==> src/rtl/core/r1md_pkg.sv <==
// ----------------------------------------------------------------------------
// r1md_pkg
// Shared types and codes of the mirror dispatch block.
// ----------------------------------------------------------------------------
`default_nettype none

package r1md_pkg;

    localparam int OP_W     = 3;
    localparam int LBA_W    = 48;
    localparam int PHYS_W   = 49;
    localparam int OFS_W    = 32;
    localparam int IDX_W    = 3;
    localparam int DISK_W   = 3;
    localparam int VOL_W    = 3;
    localparam int ST_W     = 3;
    localparam int NC_W     = 4;
    localparam int CFG_IDX_W = 1;
    localparam int CFG_DATA_W = 32;

    // opcodes
    localparam logic [OP_W-1:0] OP_READ  = 3'd0;
    localparam logic [OP_W-1:0] OP_WRITE = 3'd1;
    localparam logic [OP_W-1:0] OP_SET   = 3'd2;
    localparam logic [OP_W-1:0] OP_IOERR = 3'd3;
    localparam logic [OP_W-1:0] OP_LOAD  = 3'd4;

    // disk status
    localparam logic [DISK_W-1:0] DS_ONLINE   = 3'd0;
    localparam logic [DISK_W-1:0] DS_OFFLINE  = 3'd1;
    localparam logic [DISK_W-1:0] DS_SCRUB    = 3'd2;
    localparam logic [DISK_W-1:0] DS_REBUILD  = 3'd3;
    localparam logic [DISK_W-1:0] DS_HOTSPARE = 3'd4;

    // volume status
    localparam logic [VOL_W-1:0] VS_ONLINE   = 3'd0;
    localparam logic [VOL_W-1:0] VS_OFFLINE  = 3'd1;
    localparam logic [VOL_W-1:0] VS_DEGRADED = 3'd2;
    localparam logic [VOL_W-1:0] VS_SCRUB    = 3'd3;
    localparam logic [VOL_W-1:0] VS_REBUILD  = 3'd4;
    localparam logic [VOL_W-1:0] VS_BUILDING = 3'd5;

    // result status
    localparam logic [ST_W-1:0] ST_OK         = 3'd0;
    localparam logic [ST_W-1:0] ST_RD_OFFLINE = 3'd1;
    localparam logic [ST_W-1:0] ST_BAD_DISK   = 3'd2;
    localparam logic [ST_W-1:0] ST_BAD_VOL    = 3'd3;
    localparam logic [ST_W-1:0] ST_NO_TARGET  = 3'd4;

    // configuration register indexes
    localparam logic [CFG_IDX_W-1:0] CFG_NUM_CHUNKS  = 1'b0;
    localparam logic [CFG_IDX_W-1:0] CFG_META_OFFSET = 1'b1;

    typedef enum logic [2:0] {
        CLS_NOP,
        CLS_READ,
        CLS_WRITE,
        CLS_SET,
        CLS_LOAD
    } t_cls;

    typedef struct packed {
        t_cls                cls;
        logic [PHYS_W-1:0]   phys;
        logic [IDX_W-1:0]    idx;
        logic [DISK_W-1:0]   ns;
    } t_cmd;

    typedef struct packed {
        logic [ST_W-1:0]     status;
        logic [IDX_W-1:0]    target;
        logic [PHYS_W-1:0]   phys;
        logic                is_write;
        logic [VOL_W-1:0]    vol;
        logic                last;
    } t_res;

endpackage

`default_nettype wire

==> src/rtl/core/r1md_fifo.sv <==
// ----------------------------------------------------------------------------
// r1md_fifo
// Small register queue, used between front and back and on the result side.
// ----------------------------------------------------------------------------
`default_nettype none

module r1md_fifo #(
    parameter int W     = 8,
    parameter int DEPTH = 2
) (
    input  wire logic         i_clk,
    input  wire logic         i_rst_n,
    input  wire logic         i_push,
    input  wire logic [W-1:0] i_data,
    output logic              o_full,
    input  wire logic         i_pop,
    output logic [W-1:0]      o_data,
    output logic              o_empty
);

    localparam int PW = (DEPTH > 1) ? $clog2(DEPTH) : 1;
    localparam int CW = $clog2(DEPTH + 1);

    logic [W-1:0]  r_mem [DEPTH];
    logic [PW-1:0] r_wr;
    logic [PW-1:0] r_rd;
    logic [CW-1:0] r_cnt;
    logic          do_push;
    logic          do_pop;

    assign o_full  = (r_cnt == CW'(DEPTH));
    assign o_empty = (r_cnt == '0);
    assign do_push = i_push & ~o_full;
    assign do_pop  = i_pop & ~o_empty;
    assign o_data  = r_mem[r_rd];

    always_ff @(posedge i_clk) begin
        if (!i_rst_n) begin
            r_wr  <= '0;
            r_rd  <= '0;
            r_cnt <= '0;
        end else begin
            if (do_push) begin
                r_wr <= (r_wr == PW'(DEPTH - 1)) ? '0 : r_wr + PW'(1);
            end
            if (do_pop) begin
                r_rd <= (r_rd == PW'(DEPTH - 1)) ? '0 : r_rd + PW'(1);
            end
            if (do_push && !do_pop) begin
                r_cnt <= r_cnt + CW'(1);
            end else if (do_pop && !do_push) begin
                r_cnt <= r_cnt - CW'(1);
            end
        end
    end

    always_ff @(posedge i_clk) begin
        if (do_push) begin
            r_mem[r_wr] <= i_data;
        end
    end

endmodule

`default_nettype wire

==> src/rtl/core/r1md_front.sv <==
// ----------------------------------------------------------------------------
// r1md_front
// Classifies an incoming transaction and forms its physical block address.
// ----------------------------------------------------------------------------
`default_nettype none

module r1md_front (
    input  wire logic [r1md_pkg::OP_W-1:0]   i_opcode,
    input  wire logic [r1md_pkg::LBA_W-1:0]  i_lba,
    input  wire logic [r1md_pkg::IDX_W-1:0]  i_disk_index,
    input  wire logic [r1md_pkg::DISK_W-1:0] i_new_disk_state,
    input  wire logic [r1md_pkg::OFS_W-1:0]  i_meta_offset,
    output r1md_pkg::t_cmd                   o_cmd
);

    always_comb begin
        o_cmd.phys = r1md_pkg::PHYS_W'(i_lba) + r1md_pkg::PHYS_W'(i_meta_offset);
        o_cmd.idx  = i_disk_index;
        o_cmd.ns   = i_new_disk_state;
        case (i_opcode)
            r1md_pkg::OP_READ:  o_cmd.cls = r1md_pkg::CLS_READ;
            r1md_pkg::OP_WRITE: o_cmd.cls = r1md_pkg::CLS_WRITE;
            r1md_pkg::OP_SET:   o_cmd.cls = r1md_pkg::CLS_SET;
            r1md_pkg::OP_IOERR: begin
                // an error report is a checked move to offline
                o_cmd.cls = r1md_pkg::CLS_SET;
                o_cmd.ns  = r1md_pkg::DS_OFFLINE;
            end
            r1md_pkg::OP_LOAD:  o_cmd.cls = r1md_pkg::CLS_LOAD;
            default:            o_cmd.cls = r1md_pkg::CLS_NOP;
        endcase
    end

endmodule

`default_nettype wire

==> src/rtl/core/r1md_back.sv <==
// ----------------------------------------------------------------------------
// r1md_back
// Execution engine: holds disk and volume state, walks disks one per cycle while the result queue is not full.
// ----------------------------------------------------------------------------
`default_nettype none

module r1md_back #(
    parameter int MAX_DISKS = 8
) (
    input  wire logic                       i_clk,
    input  wire logic                       i_rst_n,
    input  wire logic [r1md_pkg::NC_W-1:0]  i_num_chunks,
    input  wire r1md_pkg::t_cmd             i_cmd,
    input  wire logic                       i_cmd_valid,
    output logic                            o_cmd_pop,
    output r1md_pkg::t_res                  o_res,
    output logic                            o_res_push,
    input  wire logic                       i_res_full
);

    localparam int NIDX  = 1 << r1md_pkg::IDX_W;
    localparam int NDISK = (MAX_DISKS < NIDX) ? MAX_DISKS : NIDX;
    localparam int DI_W  = (NDISK > 1) ? $clog2(NDISK) : 1;
    localparam int IW    = r1md_pkg::IDX_W;
    localparam int DW    = r1md_pkg::DISK_W;
    localparam int VW    = r1md_pkg::VOL_W;
    localparam int NW    = r1md_pkg::NC_W;

    typedef enum logic [1:0] {
        S_IDLE,
        S_READ,
        S_WRITE,
        S_ONE
    } t_state;

    typedef logic [NIDX-1:0][DW-1:0] t_view;

    function automatic logic [VW:0] derive_vol(input t_view ds, input logic [NIDX-1:0] u);
        logic          all_on;
        logic          any_on;
        logic          any_sc;
        logic          any_rb;
        logic          any_off;
        logic          any_bad;
        logic          ok;
        logic [VW-1:0] v;
        all_on  = 1'b1;
        any_on  = 1'b0;
        any_sc  = 1'b0;
        any_rb  = 1'b0;
        any_off = 1'b0;
        any_bad = 1'b0;
        for (int i = 0; i < NIDX; i++) begin
            if (u[i]) begin
                all_on  = all_on  & (ds[i] == r1md_pkg::DS_ONLINE);
                any_on  = any_on  | (ds[i] == r1md_pkg::DS_ONLINE);
                any_sc  = any_sc  | (ds[i] == r1md_pkg::DS_SCRUB);
                any_rb  = any_rb  | (ds[i] == r1md_pkg::DS_REBUILD);
                any_off = any_off | (ds[i] == r1md_pkg::DS_OFFLINE);
                any_bad = any_bad | (ds[i] > r1md_pkg::DS_HOTSPARE);
            end
        end
        ok = ~any_bad;
        v  = r1md_pkg::VS_ONLINE;
        if (all_on) begin
            v = r1md_pkg::VS_ONLINE;
        end else if (!any_on) begin
            v = r1md_pkg::VS_OFFLINE;
        end else if (any_sc) begin
            v = r1md_pkg::VS_SCRUB;
        end else if (any_rb) begin
            v = r1md_pkg::VS_REBUILD;
        end else if (any_off) begin
            v = r1md_pkg::VS_DEGRADED;
        end else begin
            ok = 1'b0;
        end
        return {ok, v};
    endfunction

    function automatic logic disk_move_ok(input logic [DW-1:0] from, input logic [DW-1:0] to);
        logic ok;
        case (from)
            r1md_pkg::DS_ONLINE:   ok = (to == r1md_pkg::DS_OFFLINE) ||
                                        (to == r1md_pkg::DS_SCRUB);
            r1md_pkg::DS_OFFLINE:  ok = (to == r1md_pkg::DS_REBUILD);
            r1md_pkg::DS_SCRUB:    ok = (to == r1md_pkg::DS_ONLINE);
            r1md_pkg::DS_REBUILD:  ok = (to == r1md_pkg::DS_ONLINE);
            r1md_pkg::DS_HOTSPARE: ok = (to == r1md_pkg::DS_REBUILD);
            default:               ok = 1'b0;
        endcase
        return ok;
    endfunction

    function automatic logic vol_move_ok(input logic [VW-1:0] from, input logic [VW-1:0] to);
        logic ok;
        case (from)
            r1md_pkg::VS_ONLINE:   ok = (to == r1md_pkg::VS_OFFLINE) ||
                                        (to == r1md_pkg::VS_DEGRADED);
            r1md_pkg::VS_SCRUB:    ok = (to == r1md_pkg::VS_ONLINE) ||
                                        (to == r1md_pkg::VS_OFFLINE) ||
                                        (to == r1md_pkg::VS_DEGRADED) ||
                                        (to == r1md_pkg::VS_SCRUB);
            r1md_pkg::VS_BUILDING: ok = (to == r1md_pkg::VS_ONLINE) ||
                                        (to == r1md_pkg::VS_OFFLINE) ||
                                        (to == r1md_pkg::VS_BUILDING);
            r1md_pkg::VS_REBUILD:  ok = (to == r1md_pkg::VS_ONLINE) ||
                                        (to == r1md_pkg::VS_OFFLINE) ||
                                        (to == r1md_pkg::VS_REBUILD);
            r1md_pkg::VS_DEGRADED: ok = (to == r1md_pkg::VS_OFFLINE) ||
                                        (to == r1md_pkg::VS_REBUILD) ||
                                        (to == r1md_pkg::VS_DEGRADED);
            default:               ok = 1'b0;
        endcase
        return ok;
    endfunction

    t_state          r_state, n_state;
    r1md_pkg::t_cmd  r_cmd, n_cmd;
    logic [NW-1:0]   r_try, n_try;
    logic [IW-1:0]   r_wi, n_wi;
    logic [IW-1:0]   r_rp, n_rp;
    logic [VW-1:0]   r_vol, n_vol;
    logic [DW-1:0]   r_ds [NDISK];
    logic            ds_we;

    logic [NW-1:0]   nc;
    logic [NIDX-1:0] used;
    t_view           v_ds;
    t_view           tmp;
    logic [VW:0]     drv;
    logic [IW-1:0]   rd_x;
    logic [NW-1:0]   rd_x1;
    logic [IW-1:0]   rd_nx;
    logic [DW-1:0]   rd_s;
    logic [NIDX-1:0] wq;
    logic            w_bad;
    logic            w_more;
    logic            idx_used;
    logic            idx_stored;
    logic [DW-1:0]   cur;

    // effective disk count: zero acts as one, clipped to the stored disks
    always_comb begin
        if (i_num_chunks == '0) begin
            nc = NW'(1);
        end else if (i_num_chunks > NW'(NDISK)) begin
            nc = NW'(NDISK);
        end else begin
            nc = i_num_chunks;
        end
    end

    for (genvar g = 0; g < NIDX; g++) begin : g_view
        assign used[g] = (NW'(g) < nc);
        if (g < NDISK) begin : g_live
            assign v_ds[g] = r_ds[g];
        end else begin : g_pad
            assign v_ds[g] = r1md_pkg::DS_ONLINE;
        end
    end

    always_comb begin
        tmp = v_ds;
        tmp[r_cmd.idx] = r_cmd.ns;
    end

    assign drv        = derive_vol(tmp, used);
    assign cur        = v_ds[r_cmd.idx];
    assign idx_used   = ({1'b0, r_cmd.idx} < nc);
    assign idx_stored = ({1'b0, r_cmd.idx} < NW'(NDISK));

    // read pointer step
    assign rd_x  = ({1'b0, r_rp} >= nc) ? '0 : r_rp;
    assign rd_x1 = {1'b0, rd_x} + NW'(1);
    assign rd_nx = (rd_x1 >= nc) ? '0 : rd_x1[IW-1:0];
    assign rd_s  = v_ds[rd_x];

    // write targets
    always_comb begin
        w_bad  = 1'b0;
        w_more = 1'b0;
        for (int i = 0; i < NIDX; i++) begin
            wq[i] = used[i] && ((v_ds[i] == r1md_pkg::DS_ONLINE) ||
                                (v_ds[i] == r1md_pkg::DS_SCRUB) ||
                                (v_ds[i] == r1md_pkg::DS_REBUILD));
            w_bad = w_bad | (used[i] && (v_ds[i] > r1md_pkg::DS_HOTSPARE));
        end
        for (int j = 0; j < NIDX; j++) begin
            if ((IW'(j) > r_wi) && wq[j]) begin
                w_more = 1'b1;
            end
        end
    end

    always_comb begin
        n_state    = r_state;
        n_cmd      = r_cmd;
        n_try      = r_try;
        n_wi       = r_wi;
        n_rp       = r_rp;
        n_vol      = r_vol;
        ds_we      = 1'b0;
        o_cmd_pop  = 1'b0;
        o_res_push = 1'b0;
        o_res      = '0;
        o_res.last = 1'b1;
        case (r_state)
            S_IDLE: begin
                if (i_cmd_valid) begin
                    o_cmd_pop = 1'b1;
                    n_cmd     = i_cmd;
                    n_try     = '0;
                    n_wi      = '0;
                    case (i_cmd.cls)
                        r1md_pkg::CLS_READ:  n_state = S_READ;
                        r1md_pkg::CLS_WRITE: n_state = S_WRITE;
                        default:             n_state = S_ONE;
                    endcase
                end
            end
            S_READ: begin
                if (!i_res_full) begin
                    n_rp = rd_nx;
                    if ((rd_s == r1md_pkg::DS_ONLINE) || (rd_s == r1md_pkg::DS_SCRUB)) begin
                        o_res_push    = 1'b1;
                        o_res.status  = r1md_pkg::ST_OK;
                        o_res.target  = rd_x;
                        o_res.phys    = r_cmd.phys;
                        n_state       = S_IDLE;
                    end else if ((rd_s > r1md_pkg::DS_HOTSPARE) || (r_try == nc)) begin
                        o_res_push    = 1'b1;
                        o_res.status  = r1md_pkg::ST_RD_OFFLINE;
                        n_state       = S_IDLE;
                    end else begin
                        n_try = r_try + NW'(1);
                    end
                end
            end
            S_WRITE: begin
                if (!i_res_full) begin
                    if (w_bad) begin
                        o_res_push   = 1'b1;
                        o_res.status = r1md_pkg::ST_BAD_VOL;
                        n_state      = S_IDLE;
                    end else if (wq == '0) begin
                        o_res_push   = 1'b1;
                        o_res.status = r1md_pkg::ST_NO_TARGET;
                        n_state      = S_IDLE;
                    end else begin
                        n_wi = r_wi + IW'(1);
                        if (wq[r_wi]) begin
                            o_res_push     = 1'b1;
                            o_res.status   = r1md_pkg::ST_OK;
                            o_res.target   = r_wi;
                            o_res.phys     = r_cmd.phys;
                            o_res.is_write = 1'b1;
                            o_res.last     = ~w_more;
                            if (!w_more) begin
                                n_state = S_IDLE;
                            end
                        end
                    end
                end
            end
            S_ONE: begin
                if (!i_res_full) begin
                    o_res_push   = 1'b1;
                    o_res.status = r1md_pkg::ST_OK;
                    o_res.target = r_cmd.idx;
                    n_state      = S_IDLE;
                    case (r_cmd.cls)
                        r1md_pkg::CLS_SET: begin
                            if (!idx_used) begin
                                o_res.status = r1md_pkg::ST_BAD_DISK;
                            end else if (cur == r_cmd.ns) begin
                                o_res.status = r1md_pkg::ST_OK;
                            end else if (!disk_move_ok(cur, r_cmd.ns)) begin
                                o_res.status = r1md_pkg::ST_BAD_DISK;
                            end else if (!drv[VW]) begin
                                o_res.status = r1md_pkg::ST_BAD_VOL;
                            end else if (!vol_move_ok(r_vol, drv[VW-1:0])) begin
                                o_res.status = r1md_pkg::ST_BAD_VOL;
                            end else begin
                                ds_we = 1'b1;
                                n_vol = drv[VW-1:0];
                            end
                        end
                        r1md_pkg::CLS_LOAD: begin
                            // unchecked: the disk is written even if the mix is invalid
                            if (idx_stored) begin
                                ds_we = 1'b1;
                                if (drv[VW]) begin
                                    n_vol = drv[VW-1:0];
                                end else begin
                                    o_res.status = r1md_pkg::ST_BAD_VOL;
                                end
                            end
                        end
                        default: begin
                            o_res.target = '0;
                        end
                    endcase
                end
            end
            default: begin
                n_state = S_IDLE;
            end
        endcase
        o_res.vol = n_vol;
    end

    always_ff @(posedge i_clk) begin
        if (!i_rst_n) begin
            r_state <= S_IDLE;
            r_rp    <= '0;
            r_vol   <= r1md_pkg::VS_ONLINE;
            for (int i = 0; i < NDISK; i++) begin
                r_ds[i] <= r1md_pkg::DS_ONLINE;
            end
        end else begin
            r_state <= n_state;
            r_rp    <= n_rp;
            r_vol   <= n_vol;
            if (ds_we) begin
                r_ds[r_cmd.idx[DI_W-1:0]] <= r_cmd.ns;
            end
        end
    end

    always_ff @(posedge i_clk) begin
        r_cmd <= n_cmd;
        r_try <= n_try;
        r_wi  <= n_wi;
    end

endmodule

`default_nettype wire

==> src/rtl/core/raid1_mirror_dispatch.sv <==
// An accepted item goes through the command queue to the engine, which handles a
// state op or walks the disks for a read (one try per cycle) or a write (one disk
// per cycle) while the result queue is not full; results reach the ports through
// the result queue. The engine takes no new item until it is done with the last.
// Reset (synchronous, active low): all disks online, volume online, read
// pointer 0, num_chunks 2, meta_offset 0, both queues empty.
// ----------------------------------------------------------------------------
// raid1_mirror_dispatch
// One-to-eight way mirror dispatcher: read balancing, write fan-out and
// checked disk/volume state changes.
// ----------------------------------------------------------------------------
`default_nettype none

module raid1_mirror_dispatch #(
    parameter int MAX_DISKS = 8
) (
    input  wire logic                              i_clk,
    input  wire logic                              i_rst_n,
    // input queue side
    input  wire logic                              push,
    output logic                                   full,
    input  wire logic [r1md_pkg::OP_W-1:0]         i_opcode,
    input  wire logic [r1md_pkg::LBA_W-1:0]        i_lba,
    input  wire logic [r1md_pkg::IDX_W-1:0]        i_disk_index,
    input  wire logic [r1md_pkg::DISK_W-1:0]       i_new_disk_state,
    // result queue side
    output logic                                   empty,
    input  wire logic                              pop,
    output logic [r1md_pkg::ST_W-1:0]              o_status,
    output logic [r1md_pkg::IDX_W-1:0]             o_target_disk,
    output logic [r1md_pkg::PHYS_W-1:0]            o_phys_block,
    output logic                                   o_is_write,
    output logic [r1md_pkg::VOL_W-1:0]             o_volume_status,
    output logic                                   o_last,
    // configuration write channel
    input  wire logic                              i_cfg_valid,
    output logic                                   o_cfg_ready,
    input  wire logic [r1md_pkg::CFG_IDX_W-1:0]    i_cfg_index,
    input  wire logic [r1md_pkg::CFG_DATA_W-1:0]   i_cfg_data
);

    localparam int CMD_DEPTH = 2;
    localparam int RES_DEPTH = 2;

    logic [r1md_pkg::NC_W-1:0]  r_num_chunks;
    logic [r1md_pkg::OFS_W-1:0] r_meta_offset;

    r1md_pkg::t_cmd front_cmd;
    r1md_pkg::t_cmd q_cmd;
    logic           q_empty;
    logic           back_pop;
    r1md_pkg::t_res back_res;
    logic           back_push;
    logic           res_full;
    r1md_pkg::t_res out_res;

    // Config is taken every cycle, unchecked: the user has it only written while the block is idle.
    assign o_cfg_ready = 1'b1;

    always_ff @(posedge i_clk) begin
        if (!i_rst_n) begin
            r_num_chunks  <= r1md_pkg::NC_W'(2);
            r_meta_offset <= '0;
        end else if (i_cfg_valid) begin
            case (i_cfg_index)
                r1md_pkg::CFG_NUM_CHUNKS:  r_num_chunks  <= i_cfg_data[r1md_pkg::NC_W-1:0];
                r1md_pkg::CFG_META_OFFSET: r_meta_offset <= i_cfg_data;
                default: ;
            endcase
        end
    end

    // Front: decode the opcode, add the metadata offset.
    r1md_front u_front (
        .i_opcode         (i_opcode),
        .i_lba            (i_lba),
        .i_disk_index     (i_disk_index),
        .i_new_disk_state (i_new_disk_state),
        .i_meta_offset    (r_meta_offset),
        .o_cmd            (front_cmd)
    );

    // Command queue decouples the front from the engine.
    r1md_fifo #(
        .W     ($bits(r1md_pkg::t_cmd)),
        .DEPTH (CMD_DEPTH)
    ) u_cmd_q (
        .i_clk   (i_clk),
        .i_rst_n (i_rst_n),
        .i_push  (push),
        .i_data  (front_cmd),
        .o_full  (full),
        .i_pop   (back_pop),
        .o_data  (q_cmd),
        .o_empty (q_empty)
    );

    // Back: owns disk/volume state and walks disks one per cycle while the result queue is not full.
    r1md_back #(
        .MAX_DISKS (MAX_DISKS)
    ) u_back (
        .i_clk        (i_clk),
        .i_rst_n      (i_rst_n),
        .i_num_chunks (r_num_chunks),
        .i_cmd        (q_cmd),
        .i_cmd_valid  (~q_empty),
        .o_cmd_pop    (back_pop),
        .o_res        (back_res),
        .o_res_push   (back_push),
        .i_res_full   (res_full)
    );

    // Result queue: the engine keeps going while the consumer stalls, until this queue is full.
    r1md_fifo #(
        .W     ($bits(r1md_pkg::t_res)),
        .DEPTH (RES_DEPTH)
    ) u_res_q (
        .i_clk   (i_clk),
        .i_rst_n (i_rst_n),
        .i_push  (back_push),
        .i_data  (back_res),
        .o_full  (res_full),
        .i_pop   (pop),
        .o_data  (out_res),
        .o_empty (empty)
    );

    assign o_status        = out_res.status;
    assign o_target_disk   = out_res.target;
    assign o_phys_block    = out_res.phys;
    assign o_is_write      = out_res.is_write;
    assign o_volume_status = out_res.vol;
    assign o_last          = out_res.last;

endmodule

`default_nettype wire

==> config.mk <==
export PLATFORM = sky130hd
export DESIGN_NAME = raid1_mirror_dispatch
export DESIGN_NICKNAME = d
export VERILOG_FILES = /design/src/rtl/core/r1md_pkg.sv /design/src/rtl/core/r1md_fifo.sv /design/src/rtl/core/r1md_front.sv /design/src/rtl/core/r1md_back.sv /design/src/rtl/core/raid1_mirror_dispatch.sv
export SDC_FILE = /design/constraint.sdc
export NUM_CORES = 1
export LEC_CHECK = 0
export BUFFER_PORTS_ARGS = -buffer_cell sky130_fd_sc_hd__buf_4
export CAP_MARGIN = 0
export CORE_MARGIN = 3
export CORE_UTILIZATION = 32
export CTS_CLUSTER_SIZE = 28
export DETAILED_ROUTE_END_ITERATION = 10
export PLACE_DENSITY = 0.57
export SYNTH_ARGS = -nofsm -noshare
export SYNTH_HDL_FRONTEND = slang
export SYNTH_HIERARCHICAL = 1
export SYNTH_SLANG_ARGS = --single-unit
export TNS_END_PERCENT = 1
==> constraint.sdc <==
create_clock -name i_clk -period 12.3 [get_ports i_clk]
set_input_delay 2.46 -clock i_clk [delete_from_list [all_inputs] [get_ports i_clk]]
set_output_delay 2.46 -clock i_clk [all_outputs]
set_load 0.05 [all_outputs]
==> impl_metrics.toml, run 1 <==
[cells_and_area]
area_growth_pct = 16.8
stdcell_area_um2 = 22600
nNetsFinal = 1830
n_antenna_cell = 0
drive_gt1_frac = 0.232

[clocking]
cts_setup_buffers = 0
cts_resized = 0
cts_buffers = 42
hold_buffers = 0
clockBufferDepth = 3
clk_latency_ps = 570
htree_levels = 2
path_clk_slew_ps = 60
cts_tree = "yes"
clock_sinks = 379
root_buffer = "clkbuf_16"

[die]
num_rows = 89
die_area_um2 = 63400
die_h_um = 252
ioPinCount = 158
core_area_um2 = 59500
initial_core_util = 0.325
dieWidth_um = 252

[timing]
finalWorstSetupSlack_ps = 6760
final-setup-viol-count = 0
rsz0062_at_grt = "no"
skew_ps = 23.2
finalCritPeriodShare = 0.451
relSlewSlack = 0.302
finalCriticalPeriod_ps = 5540
report.final.slew_viol_count = 0
tightest_slew_ps = 1050
hold_violations = 0
setup-tns-final_ps = 0
timing.fmax_mhz = 180

[synthesis]
synth_area_leaders = "edfxtp_1, mux2_2, dfxtp_1"
yosys_warnings = 6
synth_compound_area_frac = 0.102
synthXorXnorAreaFrac = 0.0276
synth_ff_type = "edfxtp_1"
synth_top_cell_area_share = 0.504
yosysTopAreaCell = "edfxtp_1"
async_flop_share = 0
synthSimpleGateAreaFrac = 0.128
ys_top_cells_by_count = "edfxtp_1, nand2_1, mux2_2"
synth_seq_cells = 379
synth_mux_area_frac = 0.112
synth_fp_nets = 1704
yosys.area_share.adder = 0.0360
synth.distinct_cells = 89
syn_inst = 1554
synth_seq_area_share = 0.560
avgSynthCellArea_um2 = 12.4
syn_area_um2 = 19300
synth_edf_count = 325
synth.most_common_cell = "edfxtp_1"
synth_top_family_by_area = "simple AND/OR/NAND/NOR gates"

[global_route]
grt_pass1_vias = 13154
overflow = 0
grt_start_max_net_pins = 84
antenna_found_initial = 0
grt_first_pass_wirelength_um = 78300
track_usage = 0.160

[critical_path]
cp-startpoint = "r_num_chunks[1]"
r2r_start = "r_num_chunks[1]"
path_class = "reg2reg"
rr_worst_depth = 16
crit_end = "u_res_q/r_mem[1][19]"
endpoint_kind = "flip-flop"
rrSetupSlack_ps = 6760
worst_setup_path_start_kind = "flip-flop"
worst_ep_required_time_ps = 12500
cp.arrival_ps = 5750
path_max_fanout = 31
r2r-end = "u_res_q/r_mem[1][19]"

[flow_run]
drv_cap = 0

[drt]
ant_nets = 0
avgRoutedWirePerCell_um = 20.7
dr.pass1.iters = 5
vias_per_cell = 5.21
first_iter_violations = 731
wl_um = 51500
drcViolationCount = 0
num_vias = 12952

[hold_path]
worstHoldPathType = "reg2reg"
worstHoldPathCells = 2

[placement]
dp_hpwl_um = 36100
routabilityCongestion = 0.923
portBuffers = 156
dpl_cell_area_um2 = 21100
dp_slack_ps = 6790

[power]
seqPwrFrac = 0.410
ir_worst_vdd_uv = 110
p_clk_frac = 0.302
pwr-share-comb = 0.288
p_leak_nw = 8.25
powerDensity_nw_per_um2 = 194
p_int_mw = 2.91
p_sw_mw = 1.47
switching_share = 0.335
p_total_mw = 4.38

[outcome]
run_status = "complete, no violations"
-- worst min path at each step --
stage	to	slack, ps	start
4_1_cts	r_meta_offset[19]	460	r_meta_offset[19]
3_3_place_gp	r_meta_offset[19]	450	r_meta_offset[19]
6_report	r_meta_offset[18]	450	r_meta_offset[18]
5_1_grt	r_meta_offset[7]	480	r_meta_offset[7]
2_1_floorplan	r_meta_offset[10]	430	r_meta_offset[10]
3_5_place_dp	r_meta_offset[19]	450	r_meta_offset[19]
-- layer usage --
layer / GRT usage / share of wire / vias to the layer above
li1: - / - / 6141
met4: 0.0536 / 0.029 / 0
met5: 0 / 0 / -
met3: 0.0321 / 0.048 / 90
met1: 0.204 / 0.43 / 6393
met2: 0.273 / 0.49 / 328
-- metrics by stage --
stage                     hold WS, ps  std cells  utilization
after CTS                         457       2486        0.380
after floorplan                   432       1554            -
final                             454       2486        0.380
after global routing              477       2486        0.380
after global placement            445       2409        0.355
after detailed placement          450       2409        0.355
-- kinds of logic after synthesis --
group           count (synthesis)
compound gates                290
xor+xnor                       61
fa+ha+maj                      55
buf+inv                       139
flops                         379
mux                           187
other cells                     1
simple gates                  442
-- critical path: stages, from the launching register on --
cell      delay (ps)
dfxtp_1          310
buf_4            180
inv_1             90
a21oi_1          300
nor2_1           140
ha_1             290
nand2b_1         160
a21o_1           180
a21oi_1          330
o21ai_1          270
mux4_2           500
mux2i_1          260
nand2_1          170
a31o_2           230
a311oi_1         390
and3_2           830
buf_4            510
-- power groups by stage --
stage | logic (mW) | registers, mW | clock network [mW]
after floorplan | 0.942 | 1.76 | 0
after global placement | 1.27 | 1.82 | 0
after detailed placement | 1.28 | 1.83 | 0
after CTS | 1.28 | 1.80 | 1.36
after global routing | 1.37 | 1.82 | 1.41
final | 1.26 | 1.80 | 1.32
-- layout by cell type (no fill, tap or decap), drive strengths merged, types with 16 or more instances in the layout --
cell type	netlist	routed
a21oi	62	62
o21ai	80	80
nor4	29	29
a21o	18	18
nor2b	19	19
xnor2	24	24
xor2	37	37
nand2b	16	16
nand2	105	105
mux2	125	125
dfxtp	54	54
a211oi	17	17
edfxtp	325	325
inv	47	50
mux2i	52	52
buf	58	173
and2	68	68
nand3	19	19
ha	54	54
nor3	25	25
nand4	43	43
nor2	47	47
clkbuf	33	55
-- state kept, by name, summed over array words and instances, names as in the netlist, named ones only --
signal,count
u_res_q/r_mem,120
u_cmd_q/r_mem,116
u_back/r_cmd,58
r_meta_offset,32
u_back/r_ds,24
r_num_chunks,4
u_back/r_try,4
u_back/r_rp,3
u_back/r_vol,3
u_back/r_wi,3
u_back/r_state,2
u_cmd_q/r_cnt,2
u_res_q/r_cnt,2
u_cmd_q/r_rd,1
u_cmd_q/r_wr,1
u_res_q/r_rd,1
u_res_q/r_wr,1
-- area by class of cell --
class | instances | area (um2)
fill | 5710 | 36900
sequential | 379 | 10800
multi-input combinational | 1036 | 7850
timing repair buffer | 173 | 1300
clock buffer | 55 | 1120
tap | 773 | 967
clock inverter | 22 | 334
inverter | 48 | 180
Note: power is estimated with default switching activity, not from simulation.
==> inputs of run 2 (changes only) <==
Settings changed: PLACE_DENSITY 0.57 to 0.59.
Clock period 12.3 ns to 4.92 ns, I/O delays scaled along.
==> run 2 against run 1 <==
Compared with the run above:
- critical path depth decreased by 6
- worst hold slack improved by 4.4 ps
- count of clock-buffer cells in the layout increased by 4
- total power increased by 140%
- critical path type unchanged
- critical endpoint is now u_back/r_ds[7][2]
==> impl_metrics.toml, run 2 (synthesis results as in run 1) <==
[outcome]
run_status = "complete, no violations"

[clocking]
cts_tree = "yes"
cts_buffers = 41
cts_setup_buffers = 0
hold_buffers = 0
clk_latency_ps = 550
cts_resized = 0
clockBufferDepth = 3
root_buffer = "clkbuf_16"
path_clk_slew_ps = 60
clock_sinks = 379
htree_levels = 2

[global_route]
track_usage = 0.157
antenna_found_initial = 0
overflow = 0
grt_pass1_vias = 12929
grt_first_pass_wirelength_um = 77000
grt_start_max_net_pins = 62

[timing]
finalCriticalPeriod_ps = 4480
rsz0062_at_grt = "no"
tightest_slew_ps = 997
report.final.slew_viol_count = 0
setup-tns-final_ps = 0
worst_hold_slack_ps = 459
finalCritPeriodShare = 0.910
timing.fmax_mhz = 223
final-setup-viol-count = 0
relSlewSlack = 0.334
hold_violations = 0
skew_ps = 15.3

[hold_path]
hold_path_end = "r_meta_offset[18]"
worstHoldPathType = "reg2reg"
holdCritStartpoint = "r_meta_offset[18]"
worstHoldPathCells = 2

[power]
p_total_mw = 10.7
p_sw_mw = 3.59
seqPwrFrac = 0.426
switching_share = 0.336
ir_worst_vdd_uv = 300
p_int_mw = 7.12
p_clk_frac = 0.281
p_leak_nw = 8.26
powerDensity_nw_per_um2 = 473
pwr-share-comb = 0.293

[die]
core_area_um2 = 59500
dieWidth_um = 252
num_rows = 89
ioPinCount = 158
die_area_um2 = 63400
initial_core_util = 0.325
die_h_um = 252

[drt]
avgRoutedWirePerCell_um = 20.2
first_iter_violations = 872
ant_nets = 0
drcViolationCount = 0
wl_um = 50500
num_vias = 12905
vias_per_cell = 5.16
dr.pass1.iters = 6

[placement]
dp_hpwl_um = 35700
portBuffers = 156
routabilityCongestion = 0.895
dpl_cell_area_um2 = 21300

[cells_and_area]
final_common_cell = "edfxtp_1"
n_antenna_cell = 0
largest_register_ffs = 120
fin_util = 0.381
nNetsFinal = 1846
stdcell_area_um2 = 22600
area_growth_pct = 17.0
top_register = "u_res_q/r_mem"
reg_top3 = "u_res_q/r_mem x120, u_cmd_q/r_mem x116, u_back/r_cmd x58"
final_cell_mix = "edfxtp_1, buf_4, nand2_1, mux2_2, and2_1"
drive_gt1_frac = 0.239

[critical_path]
path_max_fanout = 32
rrSetupSlack_ps = 440
cp.arrival_ps = 4660
path_class = "reg2reg"
r2r_start = "u_back/r_cmd[5]"
worst_ep_required_time_ps = 5110
rr_worst_depth = 10
endpoint_kind = "flip-flop"
r2r-end = "u_back/r_ds[7][2]"
worst_setup_path_start_kind = "flip-flop"

[flow_run]
drv_cap = 0
## run 2: changes by cell type in the layout (fill, tap and decap cells not counted), sizes merged
cell	delta
buf	+17
clkinv	-2
inv	+1
bufinv	-3
clkbuf	+4
clkinvlp	-2
## run 2: worst max-delay path by stage
stage                    start                  end
2_1_floorplan  r_num_chunks[3]  u_res_q/r_mem[0][0]
3_3_place_gp   u_back/r_cmd[5]    u_back/r_ds[7][0]
3_5_place_dp   u_back/r_cmd[5]    u_back/r_ds[0][1]
4_1_cts        u_back/r_cmd[5]    u_back/r_ds[0][1]
5_1_grt        u_back/r_cmd[5]    u_back/r_ds[2][1]
6_report       u_back/r_cmd[5]    u_back/r_ds[7][2]
## run 2: layout make-up
class / count / area, um2
fillers: 5769 / 36800
flip-flops and latches: 379 / 10800
multi-input cells: 1036 / 7880
repair buffers: 190 / 1460
clock buffers: 59 / 1110
well taps: 773 / 967
clock inverters: 16 / 193
inverters: 48 / 180
## run 2: routing by layer
layer  track usage  vias up  part of all wire
li1              -     6178                 -
met1         0.200     6318              0.43
met2         0.269      341              0.49
met3        0.0275       68             0.048
met4        0.0562        0             0.031
met5             0        -                 0
## run 2: per-stage QoR
step / cells / worst slack, ps
after floorplan: 1554 / 16.5
after global placement: 2426 / 595
after detailed placement: 2426 / 501
after CTS: 2501 / 469
after global routing: 2501 / 125
final: 2501 / 442
## run 2: power by group through the flow
stage	registers (mW)	logic (mW)	clock network, mW
3_5_place_dp	4.63	3.17	0
2_1_floorplan	4.40	2.37	0
4_1_cts	4.57	3.19	3.10
6_report	4.56	3.14	3.01
5_1_grt	4.62	3.39	3.22
3_3_place_gp	4.62	3.14	0
## run 2: worst max-delay path: stages (launching register included)
cell and delay, ps:
edfxtp_1 810, or3b_1 620, mux2i_1 220, o22ai_1 150
or4_4 590, a21o_1 190, a2111oi_2 440, o211ai_2 190
and2_1 200, buf_4 230, o31ai_1 440
==> inputs of run 3 (changes only) <==
Settings changed: PLACE_DENSITY 0.59 to default.
==> run 3 against run 2 <==
Compared with the run above:
- highest routed layer unchanged
- total power grew 3.1%
- sequential power shrank 0.9%
- first-iteration DRC count grew 8.0%
- register-to-register slack lost 30 ps
==> impl_metrics.toml, run 3 (synthesis results as in run 1) <==
[outcome]
run_status = "complete, no violations"

[timing]
setup-tns-final_ps = 0
finalCriticalPeriod_ps = 4510
report.final.slew_viol_count = 0
final-setup-viol-count = 0
timing.fmax_mhz = 222
skew_ps = 15.0
relSlewSlack = 0.332
finalCritPeriodShare = 0.916
rsz0062_at_grt = "no"
hold_violations = 0
tightest_slew_ps = 1000

[global_route]
overflow = 0
grtUsageMet1 = 0.208
track_usage = 0.161
met3_usage = 0.0267
grt_start_max_net_pins = 60
grt_first_pass_wirelength_um = 78700
grt_use_met2 = 0.277
grt.busiest_layer = "met2"
grt_pass1_vias = 13136
antenna_found_initial = 1

[die]
die_area_um2 = 63400
dieWidth_um = 252
core_area_um2 = 59500
die_h_um = 252
num_rows = 89
ioPinCount = 158
initial_core_util = 0.325

[power]
ir_worst_vdd_uv = 315
p_leak_nw = 8.38
p_int_mw = 7.42
p_sw_mw = 3.62
switching_share = 0.328
p_total_mw = 11.0
pwr-share-comb = 0.292
powerDensity_nw_per_um2 = 483
p_clk_frac = 0.299
seqPwrFrac = 0.409

[cells_and_area]
stdcell_area_um2 = 22800
fillCellCount = 5756
drive_gt1_frac = 0.245
area_growth_pct = 18.1
largest_register_ffs = 120
final_common_cell = "edfxtp_1"
reg_top3 = "u_res_q/r_mem x120, u_cmd_q/r_mem x116, u_back/r_cmd x58"
stdcell_count = 2512
final_cell_mix = "edfxtp_1, buf_4, nand2_1, mux2_2, and2_1"
nNetsFinal = 1857
top_register = "u_res_q/r_mem"

[placement]
dp_hpwl_um = 36900
dpl_cell_area_um2 = 21400
dp_cells = 2436
routabilityCongestion = 0.915
portBuffers = 156

[clocking]
hold_buffers = 0
clock_sinks = 379
cts_tree = "yes"
path_clk_slew_ps = 60
cts_resized = 0
clk_latency_ps = 550
root_buffer = "clkbuf_16"
cts_buffers = 42
cts_setup_buffers = 0
htree_levels = 2
clockBufferDepth = 3

[drt]
wl_um = 51900
num_vias = 13059
first_iter_violations = 942
drcViolationCount = 0
ant_nets = 0
dr.pass1.iters = 5
vias_per_cell = 5.20
avgRoutedWirePerCell_um = 20.7

[critical_path]
endpoint_kind = "flip-flop"
r2r_start = "u_back/r_cmd[5]"
path_class = "reg2reg"
cp.arrival_ps = 4690
worst_ep_required_time_ps = 5110
worst_setup_path_start_kind = "flip-flop"
cp-startpoint = "u_back/r_cmd[5]"
rr_worst_depth = 9
path_max_fanout = 20

[hold_path]
worstHoldPathCells = 2
holdCritStartpoint = "r_meta_offset[15]"
worstHoldPathType = "reg2reg"

[flow_run]
drv_cap = 0
==> run 3: critical path: stages, from the launching register on <==
cell and delay [ps]:
edfxtp_1 690, or3b_1 610, mux2i_1 220, o22ai_1 150, or4_4 590, a21o_1 210
a2111oi_2 440, o211ai_2 190, and2_1 480, o31ai_1 550
==> run 3: metrics by stage <==
step | worst slack [ps] | utilization | hold slack, ps
after global placement | 581 | 0.360 | 444
final | 415 | 0.384 | 453
after detailed placement | 506 | 0.360 | 448
after global routing | 78.1 | 0.384 | 477
after floorplan | 16.5 | - | 432
after CTS | 450 | 0.384 | 455
==> run 3: power by group through the flow <==
stage	Sequential [mW]	Combinational [mW]	Clock (mW)
2_1_floorplan	4.40	2.37	0
4_1_cts	4.52	3.25	3.39
3_5_place_dp	4.59	3.24	0
3_3_place_gp	4.57	3.22	0
5_1_grt	4.58	3.47	3.51
6_report	4.52	3.22	3.30
==> run 3: layout make-up <==
type | instances | area, um2 | area share
antenna | 1 | 2.50 | 0.000110
clock buffer | 51 | 1110 | 0.0484
clock inverter | 24 | 345 | 0.0151
inverter | 48 | 180 | 0.00789
multi-input combinational | 1036 | 7880 | 0.345
sequential | 379 | 10800 | 0.475
tap | 773 | 967 | 0.0423
timing repair buffer | 200 | 1530 | 0.0668
==> run 3: path summary, 6_finish.rpt <==
kind                             to  slack (ps)
setup / recovery  u_back/r_ds[3][2]         410
hold reg to reg   r_meta_offset[15]         450
hold / removal    r_meta_offset[15]         450
setup reg to reg  u_back/r_ds[3][2]         410
==> run 3: layer usage <==
layer,wire (um),vias up,share of wire
li1,-,6198,-
met1,22300,6394,0.43
met2,25400,387,0.49
met3,2880,80,0.055
met4,1310,0,0.025
met5,0,-,0
